### src/hw/rtl/mbrp_pkg.sv
// Shared types, codes and constants for the Modbus register request parser.
package mbrp_pkg;

    // Configuration register indexes and reset values.
    localparam int CFG_IDX_W = 1;
    localparam logic [CFG_IDX_W-1:0] CFG_READ_FC  = 1'b0;
    localparam logic [CFG_IDX_W-1:0] CFG_WRITE_FC = 1'b1;
    localparam logic [7:0] READ_FC_RESET  = 8'd3;
    localparam logic [7:0] WRITE_FC_RESET = 8'd16;

    // PDU byte positions and lengths.
    localparam int POS_FUNC        = 0;
    localparam int POS_ADDR_HI     = 1;
    localparam int POS_ADDR_LO     = 2;
    localparam int POS_COUNT_HI    = 3;
    localparam int POS_COUNT_LO    = 4;
    localparam int POS_BYTE_COUNT  = 5;
    localparam int POS_FIRST_WORD  = 7;
    localparam int READ_PDU_LEN    = 5;
    localparam int WRITE_MIN_LEN   = 6;

    // Result kinds.
    localparam logic KIND_WORD    = 1'b0;
    localparam logic KIND_SUMMARY = 1'b1;

    // Request classes.
    localparam logic [1:0] CLASS_READ  = 2'd0;
    localparam logic [1:0] CLASS_WRITE = 2'd1;
    localparam logic [1:0] CLASS_OTHER = 2'd2;

    // Status codes.
    localparam logic [2:0] ST_OK          = 3'd0;
    localparam logic [2:0] ST_BAD_LENGTH  = 3'd1;
    localparam logic [2:0] ST_COUNT_MISM  = 3'd2;
    localparam logic [2:0] ST_LENGTH_MISM = 3'd3;
    localparam logic [2:0] ST_UNSUPPORTED = 3'd4;

    // Depth of the queue between the parser and the result stage.
    localparam int QUEUE_DEPTH = 4;
    localparam int QUEUE_AW    = 2;

    typedef struct packed {
        logic [7:0] pdu_byte;
        logic       last_byte;
    } t_pdu_in;

    typedef struct packed {
        logic        result_kind;
        logic [1:0]  request_class;
        logic [2:0]  status;
        logic [15:0] reg_address;
        logic [15:0] reg_count;
        logic [6:0]  word_index;
        logic [15:0] word_value;
        logic        last;
    } t_result;

    typedef struct packed {
        logic                 valid;
        logic [CFG_IDX_W-1:0] index;
        logic [7:0]           data;
    } t_cfg_wr;

    // One parsed event: a data word, a summary, or both.
    typedef struct packed {
        logic        word_v;
        logic        sum_v;
        logic [1:0]  rclass;
        logic [2:0]  status;
        logic [15:0] addr;
        logic [15:0] count;
        logic [6:0]  word_index;
        logic [15:0] word_value;
    } t_rec;

    function automatic logic [1:0] class_of(input logic [7:0] fn,
                                            input logic [7:0] rd_fc,
                                            input logic [7:0] wr_fc);
        logic [1:0] c;
        if (fn == rd_fc) c = CLASS_READ;
        else if (fn == wr_fc) c = CLASS_WRITE;
        else c = CLASS_OTHER;
        return c;
    endfunction

endpackage

### src/hw/rtl/mbrp_front.sv
// Byte parser: captures header fields, pairs data bytes and builds events.
module mbrp_front
    import mbrp_pkg::*;
#(
    parameter int MAX_PDU_BYTES = 256
) (
    input  logic    i_clk,
    input  logic    i_rst_n,
    input  t_cfg_wr i_cfg,
    input  logic    i_accept,
    input  t_pdu_in i_item,
    output logic    o_rec_push,
    output t_rec    o_rec
);

    localparam int PW = $clog2(MAX_PDU_BYTES + 1);

    logic [7:0]    r_rd_fc, r_wr_fc;
    logic [PW-1:0] r_pos, n_pos;
    logic [7:0]    r_func, n_func;
    logic [15:0]   r_addr, n_addr;
    logic [15:0]   r_count, n_count;
    logic [7:0]    r_decl, n_decl;
    logic [7:0]    r_hold, n_hold;
    logic          r_cok, n_cok;

    logic          overlong;
    logic          word_v;
    logic [1:0]    cls_cur, cls_new;
    logic [2:0]    status;
    logic [15:0]   pos16, idx16, data_len;

    always_comb begin
        overlong = (r_pos >= PW'(MAX_PDU_BYTES));
        pos16    = 16'(r_pos);
        idx16    = (pos16 - 16'(POS_FIRST_WORD)) >> 1;
        data_len = pos16 - 16'(WRITE_MIN_LEN - 1);
        cls_cur  = class_of(r_func, r_rd_fc, r_wr_fc);
        n_pos    = r_pos;
        n_func   = r_func;
        n_addr   = r_addr;
        n_count  = r_count;
        n_decl   = r_decl;
        n_hold   = r_hold;
        n_cok    = r_cok;
        word_v   = 1'b0;
        if (!overlong) begin
            priority if (r_pos == PW'(POS_FUNC)) begin
                n_func  = i_item.pdu_byte;
                n_addr  = '0;
                n_count = '0;
                n_decl  = '0;
                n_hold  = '0;
                n_cok   = 1'b0;
            end else if (r_pos == PW'(POS_ADDR_HI)) begin
                n_addr[15:8] = i_item.pdu_byte;
            end else if (r_pos == PW'(POS_ADDR_LO)) begin
                n_addr[7:0] = i_item.pdu_byte;
            end else if (r_pos == PW'(POS_COUNT_HI)) begin
                n_count[15:8] = i_item.pdu_byte;
            end else if (r_pos == PW'(POS_COUNT_LO)) begin
                n_count[7:0] = i_item.pdu_byte;
            end else if (r_pos == PW'(POS_BYTE_COUNT)) begin
                n_decl = i_item.pdu_byte;
                n_cok  = ({r_count, 1'b0} == {9'd0, i_item.pdu_byte});
            end else if (!r_pos[0]) begin
                n_hold = i_item.pdu_byte;
            end else begin
                word_v = (cls_cur == CLASS_WRITE) && r_cok && (idx16 < r_count);
            end
            n_pos = r_pos + PW'(1);
        end

        // The summary sees the state as updated by this byte.
        cls_new = class_of(n_func, r_rd_fc, r_wr_fc);
        unique case (cls_new)
            CLASS_READ: begin
                status = (!overlong && r_pos == PW'(READ_PDU_LEN - 1)) ? ST_OK
                                                                     : ST_BAD_LENGTH;
            end
            CLASS_WRITE: begin
                priority if (!overlong && r_pos < PW'(WRITE_MIN_LEN - 1)) begin
                    status = ST_BAD_LENGTH;
                end else if (!n_cok) begin
                    status = ST_COUNT_MISM;
                end else if (overlong || {8'd0, n_decl} != data_len) begin
                    status = ST_LENGTH_MISM;
                end else begin
                    status = ST_OK;
                end
            end
            default: status = ST_UNSUPPORTED;
        endcase
    end

    assign o_rec_push       = i_accept && (word_v || i_item.last_byte);
    assign o_rec.word_v     = word_v;
    assign o_rec.sum_v      = i_item.last_byte;
    assign o_rec.rclass     = cls_new;
    assign o_rec.status     = status;
    assign o_rec.addr       = n_addr;
    assign o_rec.count      = n_count;
    assign o_rec.word_index = idx16[6:0];
    assign o_rec.word_value = {r_hold, i_item.pdu_byte};

    always_ff @(posedge i_clk) begin
        if (!i_rst_n) begin
            r_rd_fc <= READ_FC_RESET;
            r_wr_fc <= WRITE_FC_RESET;
        end else if (i_cfg.valid) begin
            if (i_cfg.index == CFG_READ_FC) r_rd_fc <= i_cfg.data;
            if (i_cfg.index == CFG_WRITE_FC) r_wr_fc <= i_cfg.data;
        end
    end

    always_ff @(posedge i_clk) begin
        if (!i_rst_n || (i_accept && i_item.last_byte)) begin
            r_pos   <= '0;
            r_func  <= '0;
            r_addr  <= '0;
            r_count <= '0;
            r_decl  <= '0;
            r_hold  <= '0;
            r_cok   <= 1'b0;
        end else if (i_accept) begin
            r_pos   <= n_pos;
            r_func  <= n_func;
            r_addr  <= n_addr;
            r_count <= n_count;
            r_decl  <= n_decl;
            r_hold  <= n_hold;
            r_cok   <= n_cok;
        end
    end

    // A final byte always leaves the parser ready for a new PDU.
    a_pos_clear: assert property (@(posedge i_clk) disable iff (!i_rst_n)
        i_accept && i_item.last_byte |=> r_pos == '0 && !r_cok)
        else $error("byte position not cleared after final byte");

endmodule

### src/hw/rtl/mbrp_queue.sv
// Small event queue between the parser and the result stage.
module mbrp_queue
    import mbrp_pkg::*;
(
    input  logic i_clk,
    input  logic i_rst_n,
    input  logic i_push,
    input  t_rec i_rec,
    output logic o_full,
    input  logic i_pop,
    output t_rec o_rec,
    output logic o_empty
);

    t_rec              r_mem [QUEUE_DEPTH];
    logic [QUEUE_AW-1:0] r_wr_ptr, r_rd_ptr;
    logic [QUEUE_AW:0]   r_fill;

    assign o_full  = (r_fill == (QUEUE_AW + 1)'(QUEUE_DEPTH));
    assign o_empty = (r_fill == '0);
    assign o_rec   = r_mem[r_rd_ptr];

    always_ff @(posedge i_clk) begin
        if (i_push) r_mem[r_wr_ptr] <= i_rec;
    end

    always_ff @(posedge i_clk) begin
        if (!i_rst_n) begin
            r_wr_ptr <= '0;
            r_rd_ptr <= '0;
            r_fill   <= '0;
        end else begin
            if (i_push) r_wr_ptr <= r_wr_ptr + QUEUE_AW'(1);
            if (i_pop) r_rd_ptr <= r_rd_ptr + QUEUE_AW'(1);
            unique case ({i_push, i_pop})
                2'b10:   r_fill <= r_fill + (QUEUE_AW + 1)'(1);
                2'b01:   r_fill <= r_fill - (QUEUE_AW + 1)'(1);
                default: r_fill <= r_fill;
            endcase
        end
    end

    a_fill_bound: assert property (@(posedge i_clk) disable iff (!i_rst_n)
        r_fill <= (QUEUE_AW + 1)'(QUEUE_DEPTH) && !(i_push && o_full && !i_pop))
        else $error("event queue overflow");

endmodule

### src/hw/rtl/mbrp_back.sv
// Result stage: expands queued events into word and summary results.
module mbrp_back
    import mbrp_pkg::*;
(
    input  logic    i_clk,
    input  logic    i_rst_n,
    input  t_rec    i_rec,
    input  logic    i_rec_empty,
    output logic    o_rec_pop,
    input  logic    i_pop,
    output logic    o_empty,
    output t_result o_result
);

    t_rec    r_cur, n_cur;
    logic    r_cur_valid, n_cur_valid;
    t_result r_out, n_out;
    logic    r_out_valid, n_out_valid;
    logic    out_free, cur_done;

    always_comb begin
        out_free    = !r_out_valid || i_pop;
        cur_done    = 1'b0;
        n_cur       = r_cur;
        n_out       = r_out;
        n_out_valid = r_out_valid && !i_pop;
        if (r_cur_valid && out_free) begin
            n_out_valid = 1'b1;
            if (r_cur.word_v) begin
                n_out.result_kind   = KIND_WORD;
                n_out.request_class = CLASS_WRITE;
                n_out.status        = ST_OK;
                n_out.reg_address   = r_cur.addr;
                n_out.reg_count     = r_cur.count;
                n_out.word_index    = r_cur.word_index;
                n_out.word_value    = r_cur.word_value;
                n_out.last          = 1'b0;
                n_cur.word_v        = 1'b0;
                cur_done            = !r_cur.sum_v;
            end else begin
                n_out.result_kind   = KIND_SUMMARY;
                n_out.request_class = r_cur.rclass;
                n_out.status        = r_cur.status;
                n_out.reg_address   = (r_cur.status == ST_OK) ? r_cur.addr : 16'd0;
                n_out.reg_count     = (r_cur.status == ST_OK) ? r_cur.count : 16'd0;
                n_out.word_index    = '0;
                n_out.word_value    = '0;
                n_out.last          = 1'b1;
                cur_done            = 1'b1;
            end
        end
        o_rec_pop = !i_rec_empty && (!r_cur_valid || cur_done);
        if (o_rec_pop) begin
            n_cur       = i_rec;
            n_cur_valid = 1'b1;
        end else begin
            n_cur_valid = r_cur_valid && !cur_done;
        end
    end

    assign o_empty  = !r_out_valid;
    assign o_result = r_out;

    always_ff @(posedge i_clk) begin
        r_cur <= n_cur;
        r_out <= n_out;
    end

    always_ff @(posedge i_clk) begin
        if (!i_rst_n) begin
            r_cur_valid <= 1'b0;
            r_out_valid <= 1'b0;
        end else begin
            r_cur_valid <= n_cur_valid;
            r_out_valid <= n_out_valid;
        end
    end

    a_word_form: assert property (@(posedge i_clk) disable iff (!i_rst_n)
        r_out_valid && r_out.result_kind == KIND_WORD |->
            r_out.request_class == CLASS_WRITE && r_out.status == ST_OK && !r_out.last)
        else $error("malformed data word result");

    a_fail_zero: assert property (@(posedge i_clk) disable iff (!i_rst_n)
        r_out_valid && r_out.result_kind == KIND_SUMMARY && r_out.status != ST_OK |->
            r_out.reg_address == '0 && r_out.reg_count == '0 && r_out.last)
        else $error("failed summary carries address or count");

endmodule

### src/hw/rtl/modbus_register_request_parser_unit.sv
// Top level of the Modbus register request parser.
//
//  Channel   Handshake                 Payload
//  -------   -----------------------   -----------------------------------------
//  input     push / full               i_item   (pdu_byte, last_byte)
//  result    empty / pop               o_result (kind, class, status, address,
//                                      count, word index, word value, last)
//  config    i_cfg_valid / o_cfg_ready i_cfg_index, i_cfg_data
//
// The parser takes one PDU byte in every cycle; its header fields and the held
// high data byte are updated as each byte is taken, so the byte rate is one per
// clock while full is low. Events pass through the event queue, the current-event
// register and the output register to the result ports. Results leave at one per
// clock while pop keeps up; a final byte completing a data word makes two results.
// Reset is synchronous and active low: it clears the parser state and the queues
// and sets the function codes to 3 (read) and 16 (write multiple).
// full rises only when the four-entry event queue is full, which happens only
// when the consumer stalls pop; while it is high every byte waits, including
// bytes that make no result.
module modbus_register_request_parser_unit
    import mbrp_pkg::*;
#(
    parameter int MAX_PDU_BYTES = 256
) (
    input  logic                 i_clk,
    input  logic                 i_rst_n,
    input  logic                 push,
    output logic                 full,
    input  t_pdu_in              i_item,
    output logic                 empty,
    input  logic                 pop,
    output t_result              o_result,
    input  logic                 i_cfg_valid,
    output logic                 o_cfg_ready,
    input  logic [CFG_IDX_W-1:0] i_cfg_index,
    input  logic [7:0]           i_cfg_data
);

    t_cfg_wr cfg;
    t_rec    push_rec, head_rec;
    logic    accept, rec_push, rec_pop, q_empty;

    // Configuration writes are taken at once; the function codes are plain registers.
    assign o_cfg_ready = 1'b1;
    assign cfg.valid   = i_cfg_valid;
    assign cfg.index   = i_cfg_index;
    assign cfg.data    = i_cfg_data;

    // A request byte is taken whenever the event queue has room.
    assign accept = push && !full;

    mbrp_front #(
        .MAX_PDU_BYTES(MAX_PDU_BYTES)
    ) u_front (
        .i_clk     (i_clk),
        .i_rst_n   (i_rst_n),
        .i_cfg     (cfg),
        .i_accept  (accept),
        .i_item    (i_item),
        .o_rec_push(rec_push),
        .o_rec     (push_rec)
    );

    // The queue lets the parser keep taking bytes while the result side stalls.
    mbrp_queue u_queue (
        .i_clk  (i_clk),
        .i_rst_n(i_rst_n),
        .i_push (rec_push),
        .i_rec  (push_rec),
        .o_full (full),
        .i_pop  (rec_pop),
        .o_rec  (head_rec),
        .o_empty(q_empty)
    );

    // The result stage emits a data word before the summary of the same byte.
    mbrp_back u_back (
        .i_clk      (i_clk),
        .i_rst_n    (i_rst_n),
        .i_rec      (head_rec),
        .i_rec_empty(q_empty),
        .o_rec_pop  (rec_pop),
        .i_pop      (pop),
        .o_empty    (empty),
        .o_result   (o_result)
    );

endmodule
### config.mk
export PLATFORM = sky130hd
export DESIGN_NAME = modbus_register_request_parser_unit
export DESIGN_NICKNAME = d
export VERILOG_FILES = /design/src/hw/rtl/mbrp_pkg.sv /design/src/hw/rtl/mbrp_front.sv /design/src/hw/rtl/mbrp_queue.sv /design/src/hw/rtl/mbrp_back.sv /design/src/hw/rtl/modbus_register_request_parser_unit.sv
export SDC_FILE = /design/constraint.sdc
export NUM_CORES = 1
export LEC_CHECK = 0
export BUFFER_PORTS_ARGS = -buffer_cell sky130_fd_sc_hd__buf_4
export CORE_ASPECT_RATIO = 0.7
export CORE_UTILIZATION = 55
export CTS_CLUSTER_DIAMETER = 50
export DETAILED_ROUTE_END_ITERATION = 8
export PLACE_DENSITY = 0.73
export SYNTH_ARGS = -nofsm -noshare
export SYNTH_HDL_FRONTEND = slang
export SYNTH_SLANG_ARGS = --single-unit
### constraint.sdc
create_clock -name i_clk -period 7 [get_ports i_clk]
set_clock_uncertainty 0.15 [all_clocks]
set_input_delay 0.35 -clock i_clk [delete_from_list [all_inputs] [get_ports i_clk]]
set_output_delay 0.35 -clock i_clk [all_outputs]
set_load 0.02 [all_outputs]
==> results of run 1 <==
flip-flops by register name (all words and copies together), names as in the netlist, 8 cells and up, named ones only:
| register | cells |
|---|---|
| u_front.r_count | 16 |
| u_front.r_decl | 8 |
| u_back.r_cur | 61 |
| u_front.r_pos | 9 |
| u_queue.r_mem | 244 |
| u_front.r_hold | 8 |
| u_front.r_func | 8 |
| u_back.o_result | 60 |
| u_front.r_rd_fc | 8 |
| u_front.r_wr_fc | 8 |
| u_front.r_addr | 16 |
final cells by class:
class / count / area (sq um) / area share, %
sequential: 458 / 12800 / 61.2
clock buffer: 58 / 1260 / 6.00
tap: 427 / 534 / 2.55
multi-input combinational: 673 / 5150 / 24.6
timing repair buffer: 117 / 918 / 4.38
clock inverter: 20 / 160 / 0.764
inverter: 28 / 105 / 0.502
per-layer routing:
metal	vias up	global-route usage [%]	share of wire, %
met1	5279	35.1	46
met5	-	0	0
met4	0	6.91	2.5
li1	4767	-	-
met2	349	35.3	45
met3	76	3.89	6.5
power by group:
part           internal (W)  switching, W  total [W]
combinational      0.000656      0.000985    0.00164
clock               0.00131      0.000996    0.00231
sequential          0.00351      0.000188    0.00370
total               0.00548       0.00217    0.00765
synthesized netlist by cell type (3+ instances only):
cell,n
sky130_fd_sc_hd__o31ai_1,9
sky130_fd_sc_hd__mux4_2,61
sky130_fd_sc_hd__nor4_1,6
sky130_fd_sc_hd__ha_1,17
sky130_fd_sc_hd__or2_2,6
sky130_fd_sc_hd__buf_1,10
sky130_fd_sc_hd__o221ai_1,4
sky130_fd_sc_hd__buf_4,4
sky130_fd_sc_hd__buf_2,8
sky130_fd_sc_hd__nor3_1,14
sky130_fd_sc_hd__nand2b_1,12
sky130_fd_sc_hd__xor2_1,17
sky130_fd_sc_hd__nor2b_1,8
sky130_fd_sc_hd__edfxtp_1,365
sky130_fd_sc_hd__a22oi_1,39
sky130_fd_sc_hd__xnor2_1,37
sky130_fd_sc_hd__nor4_2,4
sky130_fd_sc_hd__a211o_1,4
sky130_fd_sc_hd__a31oi_1,4
sky130_fd_sc_hd__mux2i_1,15
sky130_fd_sc_hd__nand2_1,101
sky130_fd_sc_hd__and3_1,4
sky130_fd_sc_hd__o21a_1,4
sky130_fd_sc_hd__and2_1,64
sky130_fd_sc_hd__inv_1,28
sky130_fd_sc_hd__a21o_1,4
sky130_fd_sc_hd__a2111oi_0,4
sky130_fd_sc_hd__buf_6,3
sky130_fd_sc_hd__or3_1,4
sky130_fd_sc_hd__a21oi_1,57
sky130_fd_sc_hd__nand3_1,18
sky130_fd_sc_hd__clkbuf_1,52
sky130_fd_sc_hd__dfxtp_1,93
sky130_fd_sc_hd__a22o_1,8
sky130_fd_sc_hd__nor2_1,102
sky130_fd_sc_hd__o21ai_0,5
sky130_fd_sc_hd__nand4_1,9
critical path: stages (launching register included):
cell and delay [ns]:
sky130_fd_sc_hd__dfxtp_1 0.45, sky130_fd_sc_hd__nor3_2 0.73, sky130_fd_sc_hd__nand2_1 0.16, sky130_fd_sc_hd__xnor2_1 0.38, sky130_fd_sc_hd__ha_1 0.32, sky130_fd_sc_hd__a21o_1 0.16, sky130_fd_sc_hd__a21oi_1 0.13, sky130_fd_sc_hd__o221ai_1 0.13
sky130_fd_sc_hd__a21o_1 0.20, sky130_fd_sc_hd__a2111oi_1 0.78, sky130_fd_sc_hd__o21a_1 0.33, sky130_fd_sc_hd__and2_2 0.83, sky130_fd_sc_hd__buf_4 0.41
metrics by stage:
step / total power [W] / hold slack [ns] / area [sq um] / cells / setup WS [ns]
final: 0.00765 / 0.0473 / 21000 / 1781 / 1.51
after global routing: 0.00798 / 0.0381 / 21000 / 1781 / 1.01
after CTS: 0.00773 / 0.0173 / 21000 / 1781 / 1.48
after detailed placement: 0.00541 / 0.302 / 19400 / 1687 / 1.52
after global placement: 0.00536 / 0.292 / 19400 / 1687 / 1.70
after floorplan: 0.00484 / 0.287 / 18400 / 1236 / 1.27
worst min path at each step:
stage	end	slack, ns	cells past startpoint
6_report	u_front.r_func[4]	0.05	3
5_1_grt	u_queue.r_mem[0][4]	0.04	1
4_1_cts	u_front.r_func[4]	0.02	3
3_5_place_dp	u_front.r_addr[8]	0.30	2
3_3_place_gp	u_front.r_addr[15]	0.29	2
2_1_floorplan	u_front.r_addr[10]	0.29	2
layout by cell type, fill, tap and decap left out, types with 9 or more instances in the layout:
| cell type | instances |
|---|---|
| sky130_fd_sc_hd__and2_1 | 59 |
| sky130_fd_sc_hd__mux2i_1 | 15 |
| sky130_fd_sc_hd__dlygate4sd3_1 | 16 |
| sky130_fd_sc_hd__edfxtp_1 | 365 |
| sky130_fd_sc_hd__xor2_1 | 17 |
| sky130_fd_sc_hd__inv_1 | 28 |
| sky130_fd_sc_hd__buf_4 | 101 |
| sky130_fd_sc_hd__nand2b_1 | 12 |
| sky130_fd_sc_hd__a22oi_1 | 38 |
| sky130_fd_sc_hd__mux4_2 | 61 |
| sky130_fd_sc_hd__dfxtp_1 | 91 |
| sky130_fd_sc_hd__xnor2_1 | 37 |
| sky130_fd_sc_hd__nand4_1 | 9 |
| sky130_fd_sc_hd__ha_1 | 17 |
| sky130_fd_sc_hd__nor2_1 | 102 |
| sky130_fd_sc_hd__clkbuf_16 | 47 |
| sky130_fd_sc_hd__nand2_1 | 100 |
| sky130_fd_sc_hd__o31ai_1 | 9 |
| sky130_fd_sc_hd__nor3_1 | 13 |
| sky130_fd_sc_hd__a21oi_1 | 57 |
| sky130_fd_sc_hd__nand3_1 | 18 |
timing repair:
| action | 4_1_cts | 5_1_grt |
|---|---|---|
| hold endpoints to repair | 22 | 0 |
| hold buffers | 16 | 0 |
| endpoints found under the setup margin | 0 | 0 |
cells by family (layout without fill, tap and decap cells):
logic type               count (synthesis)  in the layout  synth area share (%)
AND/OR/NAND/NOR                        364            364                  9.77
multiplexers                            78             78                  8.43
XOR/XNOR                                54             54                  2.57
other                                    1              1                0.0204
buffers and inverters                  105            223                  2.40
flip-flops                             458            458                  69.8
adder cells (fa/ha/maj)                 18             18                  1.27
AO/OA/AOI/OAI                          158            158                  5.78
==> run summary, run 1 <==
The run finished, with violations left. The final reports fail on DRC. For this run, the leading register cell type out of synthesis is sky130_fd_sc_hd__edfxtp_1.

The startpoint identified for the worst hold timing path is i_item[5]. The global route total overflow is 0. The filler cells instantiated in the layout total 2334. The final setup violation count came out at 0. The type of element launching the critical path is a flop. The synthesized instance count came out at 1236. The post-synth design cell area came out at 0.0184 sq mm. The average vias per placed instance came out at 5.88. The sequential-to-total area share from yosys stat is 69.8%. The total number of clock tree sinks came out at 458. The clock latency on the worst-skew pair came out at 0.56 ns. STA puts the critical path data arrival time at 5.57 ns. The max-cap violation count is 0. In the routed design, unresolved DRC markers number 3. The worst setup path is captured at a flop. The floorplan die width is 220 um.

Derived from the worst setup path, the maximum achievable clock frequency is 182 MHz. Clock tree synthesis inserted a total of 43 buffers. The overall die area is 0.0342 sq mm. After clock tree synthesis, the setup repair step added 0 buffers.

The post-layout net count is 1362. In this run the worst setup path begins at u_front.r_pos[3]. The final-report hold violation count was 0.

The cell count of the worst reg-to-reg path is 12. The number of cell rows is 55. The H-tree was split into 2 levels.

Sorting the synthesized cells by area gives the leading types as sky130_fd_sc_hd__edfxtp_1 60%, sky130_fd_sc_hd__dfxtp_1 10%, sky130_fd_sc_hd__mux4_2 7.5%. At the worst endpoint, the required time is 7.08 ns. The initial DRC count came out at 968. The number of top-level pins came out at 88. The core area is 0.0326 sq mm.

Dividing the synthesized area by the synthesized cell count gives 14.9 sq um. The number of warnings printed during yosys synthesis came out at 0. The minimum clock period came out at 5.49 ns.

Setup repair after global routing left no endpoint under its margin. The setup path with the least slack is of type reg2reg. The startpoint identified for the worst register-to-register timing path is u_front.r_pos[3]. The number of diodes is 0.

The post-detailed-route count of antenna-violating nets is 0. The height of the chip is 155 um. The leakage component of the power came out at 6.99 nW.

No sink is reached through more buffers than the 3 on the longest clock path. Cells with a size suffix above 1 make up 19.1% of the layout. TritonCTS built the clock tree.

The cell area power density is 365 mW/mm^2. The combined global-route utilization of all metal layers came out at 23.4%. From synthesis to final layout, the design area changed by 14.0%. For the pin with the worst max-slew slack, the measured transition is 1.08 ns. The worst register-to-register path ends at u_queue.r_mem[3][41].

Setup total negative slack on the finished layout was measured at 0 ns. The total via count after detailed routing came out at 10471. The normalized max-slew margin is 27.6%. At the end of routability-driven placement, the weighted congestion stood at 0.931. For flop-to-flop paths, the worst setup slack is 1.51 ns. The largest fanout on the critical path came out at 31. The number of gates resized after cts came out at 0. The destination of the critical timing path is u_queue.r_mem[3][41].

The number of antenna violations at the first check in global routing is 0. The HPWL reported at the end of detailed placement is 23400 um. The initial standard-cell utilization of the core is 56.3%. The wire length of the first global-routing pass is 59700 um. The number of different library cells used by synthesis comes to 63.

The register clock-pin slew on the reported worst setup and hold paths came out at 0.06 ns. Cells fill 64.2% of the core in the end. The dominant cell type by area after synthesis is sky130_fd_sc_hd__edfxtp_1. The share of the clock period used by the worst path after layout is 78.4%.

The area share of the largest cell type after synthesis came out at 59.6%. The first-pass iteration count of the detailed router came out at 7. The maximum number of pins on one net before global-route repair is 65. The worst hold path belongs to the class in2reg. The maximum VDD drop is 495 uV. After synthesis the netlist holds a flip-flop and latch count of 458. The final routed wire length divided by cell count is 21.7 um. The number of buffer cells added on primary ports is 86. The final routed wirelength across all metal layers came out at 38600 um. In this run the clock root is driven by a sky130_fd_sc_hd__clkbuf_16. The net count after synthesis is 1277. The share of flip-flops with an asynchronous set or reset after synthesis came out at 0%. The final number of max-transition violations is 0. Counting flops with a built-in enable in the synthesized netlist gives 365.

The via count of the first global-routing pass is 10409.
Note: power is estimated with default switching activity, not from simulation.
==> inputs of run 2 (changes only) <==
==> constraint.sdc (replaced) <==
create_clock -name i_clk -period 5.3 [get_ports i_clk]
set_clock_uncertainty 0.15 [all_clocks]
set_input_delay 0.265 -clock i_clk [delete_from_list [all_inputs] [get_ports i_clk]]
set_output_delay 0.265 -clock i_clk [all_outputs]
set_load 0.02 [all_outputs]
==> run 2 against run 1 <==
  * The run still ends with DRC left
  * Flip-flop and latch count did not move
  * Global-route usage fell by 0.21 points
  * Sequential share of layout area fell by 0.73 points
  * Core utilization rose by 0.77 points
  * Highest routed layer unchanged
==> run summary, run 2 (synthesis gave the netlist of run 1 again) <==
The number of gates resized after cts is 0. The average vias per placed instance came out at 5.85. The normalized max-slew margin is 34.1%. The final routed wire length divided by cell count is 21.3 um.

The share of the clock period used by the worst path after layout is 85.1%. The register clock-pin slew on the reported worst setup and hold paths is 0.06 ns. The placed cell area is 0.0194 sq mm. The number of cell rows came out at 55.

The first routing iteration left 1089 violations. Counting every sink on the clock net gives 458. The class of the worst hold path is in2reg.

The worst setup path is of the reg2reg kind. The floorplan die width is 220 um. STA puts the critical path data arrival time at 4.83 ns. The final weighted congestion of routability-driven global placement came out at 0.908.

The proportion of layout cells with a drive suffix above 1 is 19.4%. Entering global routing, the biggest net connects 65 pins. The final setup violation count is 0. STA puts the critical path data required time at 5.62 ns.

The first-pass iteration count of the detailed router is 7. The area added between synthesis and finish came out at 15.4%. The clock tree buffer depth is 3.

The overall die area is 0.0342 sq mm. The worst setup path is launched from a flop. The measured slew at the worst slew-check pin is 0.980 ns. The number of buffer cells added on primary ports is 86.

The register with the most flip-flops in the layout has 244 of them. With fillers left out, the area of the finished cells amounts to 0.0212 sq mm. The post-detailed-route count of antenna-violating nets came out at 0. The library cell used most frequently in the layout, excluding fill and tap cells, is sky130_fd_sc_hd__edfxtp_1. The cell area power density came out at 484 mW/mm^2. Along the worst path, the maximum fanout reaches 11. The setup TNS after final layout is 0 ns. The deepest level of the CTS H-tree came out at 2. Wires add up to 38400 um. The number of antenna violations at the first check in global routing came out at 0. The final-report hold violation count is 0. The height of the chip came out at 155 um. The combined global-route utilization of all metal layers is 23.2%. The via count of the first global-routing pass came out at 10243.

The worst path in the final design needs a cycle of 4.51 ns, including I/O delays and setup. The final number of max-transition violations is 0. Max-cap violations in this run came to 0. The total clock buffers created by CTS came out at 45. The fmax is 222 MHz.

The kind of end point of the critical path is a flop. The initial standard-cell utilization of the core came out at 56.3%. The tree is rooted in a sky130_fd_sc_hd__clkbuf_16. The number of diodes came out at 0.

Power comes to 0.0103 W. The worst-case IR drop observed on VDD is 317 uV. The HPWL reported at the end of detailed placement is 23600 um. The core region is 0.0326 sq mm. The flow ran to the end, but the final reports show violations. Pin placement for this block handled 88 I/O pins. TritonCTS built the clock tree. The leakage component of the power came out at 7.13 nW. Setup repair after global routing left no endpoint under its margin. The top cell types in the final layout, fill and taps aside, are 365 x sky130_fd_sc_hd__edfxtp_1, 107 x sky130_fd_sc_hd__buf_4, 102 x sky130_fd_sc_hd__nor2_1, 100 x sky130_fd_sc_hd__nand2_1, 91 x sky130_fd_sc_hd__dfxtp_1. The total via count after detailed routing came out at 10550. The clock latency on the worst-skew pair is 0.57 ns.

The wire length of the first global-routing pass came out at 59300 um. At the end of the flow, the number of nets in the layout was 1381. The number of remaining DRC errors came out at 5. More flip-flops sit in one register than any other, and that register is u_queue.r_mem. The global route total overflow is 0. The final reports fail on DRC.
==> run 2: cell count changes in the layout (fill, tap and decap cells not counted), sizes merged <==
cell         previous run  this run
dlygate4sd3            16        26
clkinv                 12        14
buf                   101       108
clkinvlp                6         1
clkbuf                 58        62
bufinv                  1         4
inv                    29        30
==> run 2: power by group <==
part / switching, W / internal, W / leakage (nW)
registers: 0.000295 / 0.00464 / 4.09
clock network: 0.00133 / 0.00190 / 0.740
logic: 0.00123 / 0.000882 / 2.30
==> run 2: area by class of cell <==
cell class	count	area [sq um]
fill	2361	11400
timing repair buffer	134	1080
inverter	28	105
sequential	458	12800
clock inverter	21	230
tap	427	534
multi-input combinational	673	5140
clock buffer	62	1280
==> run 2: critical path, cell delays in order (launching register included) <==
cell	delay (ns)
sky130_fd_sc_hd__dfxtp_1	0.57
sky130_fd_sc_hd__ha_1	0.44
sky130_fd_sc_hd__nand2_1	0.13
sky130_fd_sc_hd__nand2_1	0.11
sky130_fd_sc_hd__xnor2_1	0.21
sky130_fd_sc_hd__ha_1	0.32
sky130_fd_sc_hd__a21o_1	0.16
sky130_fd_sc_hd__a21oi_1	0.14
sky130_fd_sc_hd__o221ai_1	0.13
sky130_fd_sc_hd__a21o_1	0.17
sky130_fd_sc_hd__a2111oi_1	0.43
sky130_fd_sc_hd__o21a_1	0.34
sky130_fd_sc_hd__inv_1	0.08
sky130_fd_sc_hd__ha_1	0.24
sky130_fd_sc_hd__inv_1	0.09
sky130_fd_sc_hd__fa_1	0.19
sky130_fd_sc_hd__xor2_1	0.07
sky130_fd_sc_hd__or3_1	0.31
sky130_fd_sc_hd__a21oi_1	0.14
==> run 2: worst paths after layout <==
check | start | slack, ns | endpoint | cells past startpoint
worst min-delay path | push | 0.12 | u_front.r_addr[15] | 5
worst max-delay path | u_front.r_pos[0] | 0.79 | u_queue.r_fill[2] | 18
worst min register to register | u_front.r_addr[10] | 0.31 | u_front.r_addr[10] | 2
worst max register to register | u_front.r_pos[0] | 0.79 | u_queue.r_fill[2] | 18
==> run 2: what timing repair did <==
item | CTS | global route
hold endpoints to repair | 63 | 0
hold buffers | 26 | 0
buffers inserted | 0 | 0
==> run 2: stage by stage <==
stage          hold slack [ns]  worst slack (ns)  util [%]  std cells
2_1_floorplan            0.214             0.250         -       1236
3_3_place_gp             0.292             0.967      59.6       1694
3_5_place_dp             0.299             0.849      59.6       1694
4_1_cts                  0.109             0.805      65.0       1803
5_1_grt                  0.150             0.446      65.0       1803
6_report                 0.124             0.792      65.0       1803
==> run 2: per-layer routing <==
layer | vias to the layer above | share of wire, % | track usage (%)
met5 | - | 0 | 0
met4 | 0 | 1.6 | 5.58
met3 | 61 | 7.2 | 4.13
met2 | 396 | 46 | 35.5
met1 | 5280 | 45 | 34.7
li1 | 4813 | - | -
==> inputs of run 3 (changes only) <==
--- a/config.mk
+++ b/config.mk
@@ -5,10 +5,12 @@
 export SDC_FILE = /design/constraint.sdc
 export NUM_CORES = 1
 export LEC_CHECK = 0
+export ABC_AREA = 1
 export BUFFER_PORTS_ARGS = -buffer_cell sky130_fd_sc_hd__buf_4
 export CORE_ASPECT_RATIO = 0.7
 export CORE_UTILIZATION = 55
 export CTS_CLUSTER_DIAMETER = 50
+export CTS_CLUSTER_SIZE = 25
 export DETAILED_ROUTE_END_ITERATION = 8
 export PLACE_DENSITY = 0.73
 export SYNTH_ARGS = -nofsm -noshare
==> run 3 against run 2 <==
  * The flow now finishes without violations
  * Largest cell class unchanged
  * Global-route usage grew 1.4 points
  * Sequential share of layout area shrank 0.95 points
  * Sequential power grew 3%
  * Area after synthesis grew 2.7%
==> run summary, run 3 <==
The flip-flop and latch count after synthesis is 458. In this run the number of H-tree levels came out at 2. The number of placed cells counting well taps is 2167. The combined global-route utilization of all metal layers came out at 24.6%. The leading cell type in the layout, fill and taps excluded is sky130_fd_sc_hd__edfxtp_1.

Compared with the post-synthesis result, the final layout area differs by 14.1%. CTS placed an instance of sky130_fd_sc_hd__clkbuf_16 at the clock tree root. After synthesis, the cell types taking the most area are sky130_fd_sc_hd__edfxtp_1 58%, sky130_fd_sc_hd__dfxtp_1 9.9%, sky130_fd_sc_hd__nor2_1 5.1%. The floorplan has 56 rows. The area used by sequential logic in the layout is 0.0128 sq mm.

The count of buffers added on input and output ports is 86. The final routed wirelength across all metal layers is 42500 um. The final weighted congestion of routability-driven global placement is 0.962.

The design draws 0.0108 W. Before antenna repair, the detailed router went through 7 iterations. The library cells used most frequently in the layout, excluding fill and tap cells, are 365 x sky130_fd_sc_hd__edfxtp_1, 248 x sky130_fd_sc_hd__nor2_1, 189 x sky130_fd_sc_hd__nand2_1, 179 x sky130_fd_sc_hd__o21ai_0, 170 x sky130_fd_sc_hd__inv_1. The proportion of layout cells with a drive suffix above 1 came out at 12.2%. sky130_fd_sc_hd__edfxtp_1 takes more of the synthesized area than any other cell. Counting flops with a built-in enable in the synthesized netlist gives 365. The number of remaining DRC errors is 0. The total via count after detailed routing is 12756. The worst setup path is captured at a flop. The most frequently used flop master after synthesis is sky130_fd_sc_hd__edfxtp_1. The path class of the tightest hold or removal check is in2reg. The share of the clock period used by the worst path after layout is 82.8%.

Counting flops with an async set or reset pin after synthesis yields a share of 0%. On the worst path, the slowest cell contributes a delay of 0.53 ns. Ranked by flip-flop count, first place goes to u_queue.r_mem. The max-cap violation count is 0. The first global-routing pass estimated 66400 um of wire. The sequential-to-total area share from yosys stat is 67.9%. The cell area power density is 503 mW/mm^2. The total clock buffers created by CTS came out at 35. The critical path is of the reg2reg type.

The clock latency on the worst-skew pair is 0.55 ns. The longest clock path from root to sink contains 3 buffers. The post-layout net count came out at 1837.

Once detail routing completed, the nets flagged for antenna violations numbered 0. The synthesized instance count came out at 1704. For this run, the number of standard cells in the final layout without fillers is 2257. The via count of the first global-routing pass was 12133. The family with the most delay on the worst path is simple AND/OR/NAND/NOR gates. At the pin with the least slew margin, the transition time is 1.17 ns. At the worst endpoint, the required time is 5.37 ns. The global route total overflow is 0. The number of diodes came out at 0.

The number of top-level pins came out at 88. The average size of a mapped cell is 11.1 sq um. The post-synth design cell area came out at 0.0189 sq mm. The initial DRC count came out at 1236. TritonCTS built the clock tree. The final-report hold violation count is 0. The number of antenna violations at the first check in global routing came out at 0. The total number of clock tree sinks is 458. By instance count, the cell type seen most on the critical path is sky130_fd_sc_hd__nand2_1. By count the netlist is led by 365 x sky130_fd_sc_hd__edfxtp_1, 254 x sky130_fd_sc_hd__nor2_1, 189 x sky130_fd_sc_hd__nand2_1, 179 x sky130_fd_sc_hd__o21ai_0, 172 x sky130_fd_sc_hd__inv_1. For this design, the slowest cell found on the critical path is sky130_fd_sc_hd__nor2_4. Dividing the detail-routed wire length by the instance count gives 18.8 um. In this run the horizontal extent of the chip is 223 um.

The number of buffer and inverter stages on the critical path is 3. The number of warnings printed during yosys synthesis came out at 0. The register with the most flip-flops in the layout has 244 of them. The overall die area is 0.0351 sq mm. The filler cells instantiated in the layout total 2568. The minimum clock period came out at 4.39 ns. In the post-synthesis netlist, the cell with the most instances is sky130_fd_sc_hd__edfxtp_1.

In this run, post-CTS repair resized a total of 0 instances. The run finished with clean final reports. The core area came out at 0.0336 sq mm. The number of distinct library cell variants in the gate-level netlist after synthesis came out at 46. Measured along the y axis, the die boundary spans 157 um. The worst endpoint data arrival time came out at 4.46 ns. The final setup violation count is 0. Once the clock tree was built, the setup fixing pass inserted 0 buffers.

Setup repair after global routing left no endpoint under its margin. Detailed placement ended at an HPWL of 27300 um. In the final layout, the multi-input gates occupy 0.00510 sq mm. The largest fanout on the critical path is 22. The register clock-pin slew on the reported worst setup and hold paths is 0.09 ns. The final number of max-transition violations is 0. The critical path goes through inv_1, nand2_1, nor2_1, nand2_1, xor2_1, ha_1, nand2_1, nor2_1, a211oi_1, nand3_1, nand2_1, nand3_1, nand2_1, inv_2, nor2_4, buf_4. STA classifies the critical path startpoint as a flop.

The net count after synthesis is 1745. The average vias per placed instance is 5.65. The normalized max-slew margin is 21.8%. The number of hold buffers added after CTS is 27. The area share of the largest cell type after synthesis is 58.1%. The initial utilization of the core area, before any placement, comes to 56.1%. The leakage component of the power is 8.08 nW. IR analysis of the VDD net gives a maximum drop of 408 uV. The maximum number of pins on one net before global-route repair came out at 123. The fmax came out at 228 MHz.
==> run 3: cell count changes after synthesis, moves of 20 or more <==
cell                      previous run  this run
sky130_fd_sc_hd__o21ai_0             5       179
sky130_fd_sc_hd__nor2_1            102       254
sky130_fd_sc_hd__inv_1              28       172
sky130_fd_sc_hd__nand2_1           101       189
sky130_fd_sc_hd__o22ai_1             2        73
sky130_fd_sc_hd__and2_1             64         1
sky130_fd_sc_hd__mux4_2             61         0
sky130_fd_sc_hd__a22oi_1            39         0
sky130_fd_sc_hd__nand4_1             9        32
sky130_fd_sc_hd__a21oi_1            57        77
==> run 3: cells by family after synthesis <==
kind of cell    count (synthesis)  share of synthesized area, %
compound gates                380                          11.2
xor+xnor                       39                          1.81
fa+ha+maj                      18                          1.23
buf+inv                       258                          5.36
flops                         458                          67.9
other cells                     1                        0.0199
simple gates                  550                          12.5
==> run 3: cell type report <==
cell class | count | share of cell area, %
Clock inverter | 25 | 1.66
Multi-Input combinational cell | 988 | 23.7
Sequential cell | 458 | 59.6
Inverter | 179 | 3.14
Clock buffer | 38 | 4.42
Timing Repair Buffer | 134 | 5.04
Tap cell | 435 | 2.53
==> run 3: worst paths after layout <==
check | endpoint | slack (ns) | start | cells after the start
worst min register to register | u_front.r_count[6] | 0.32 | u_front.r_count[6] | 2
worst max register to register | u_queue.r_mem[0][8] | 0.91 | u_front.r_pos[3] | 16
worst max-delay path | u_queue.r_mem[0][8] | 0.91 | u_front.r_pos[3] | 16
worst min-delay path | u_front.r_wr_fc[2] | 0.04 | i_cfg_index | 3
==> run 3: through the flow <==
step | utilization, % | setup WS (ns) | hold slack [ns] | TNS, ns | cell area (sq um)
3_5_place_dp | 59.3 | 1.02 | 0.306 | 0 | 20000
4_1_cts | 64.0 | 0.972 | 0.0104 | 0 | 21500
6_report | 64.0 | 0.909 | 0.0359 | 0 | 21500
2_1_floorplan | - | -0.0479 | 0.214 | -11.68 | 18900
3_3_place_gp | 59.3 | 1.12 | 0.295 | 0 | 20000
5_1_grt | 64.0 | 0.574 | 0.0583 | 0 | 21500
==> run 3: power by group <==
group	internal, W	switching [W]
Clock	0.00151	0.00143
Combinational	0.000850	0.00198
Sequential	0.00479	0.000279
==> run 3: worst register-to-register path, delay by kind of cell, from the launching register on <==
kind	cells	cell delay (ns)
flip-flops	1	0.36
AND/OR/NAND/NOR	10	1.71
adder cells (fa/ha/maj)	1	0.32
XOR/XNOR	1	0.42
buffers and inverters	3	0.88
AO/OA/AOI/OAI	1	0.21
==> run 3: per-layer routing <==
metal  global-route usage, %  wire length (um)  vias to the layer above
met4                    7.44               955                        0
met1                    36.4             20100                     6174
met3                    3.79              2700                       62
met5                       0                 0                        -
li1                        -                 -                     6098
met2                    37.7             18800                      422
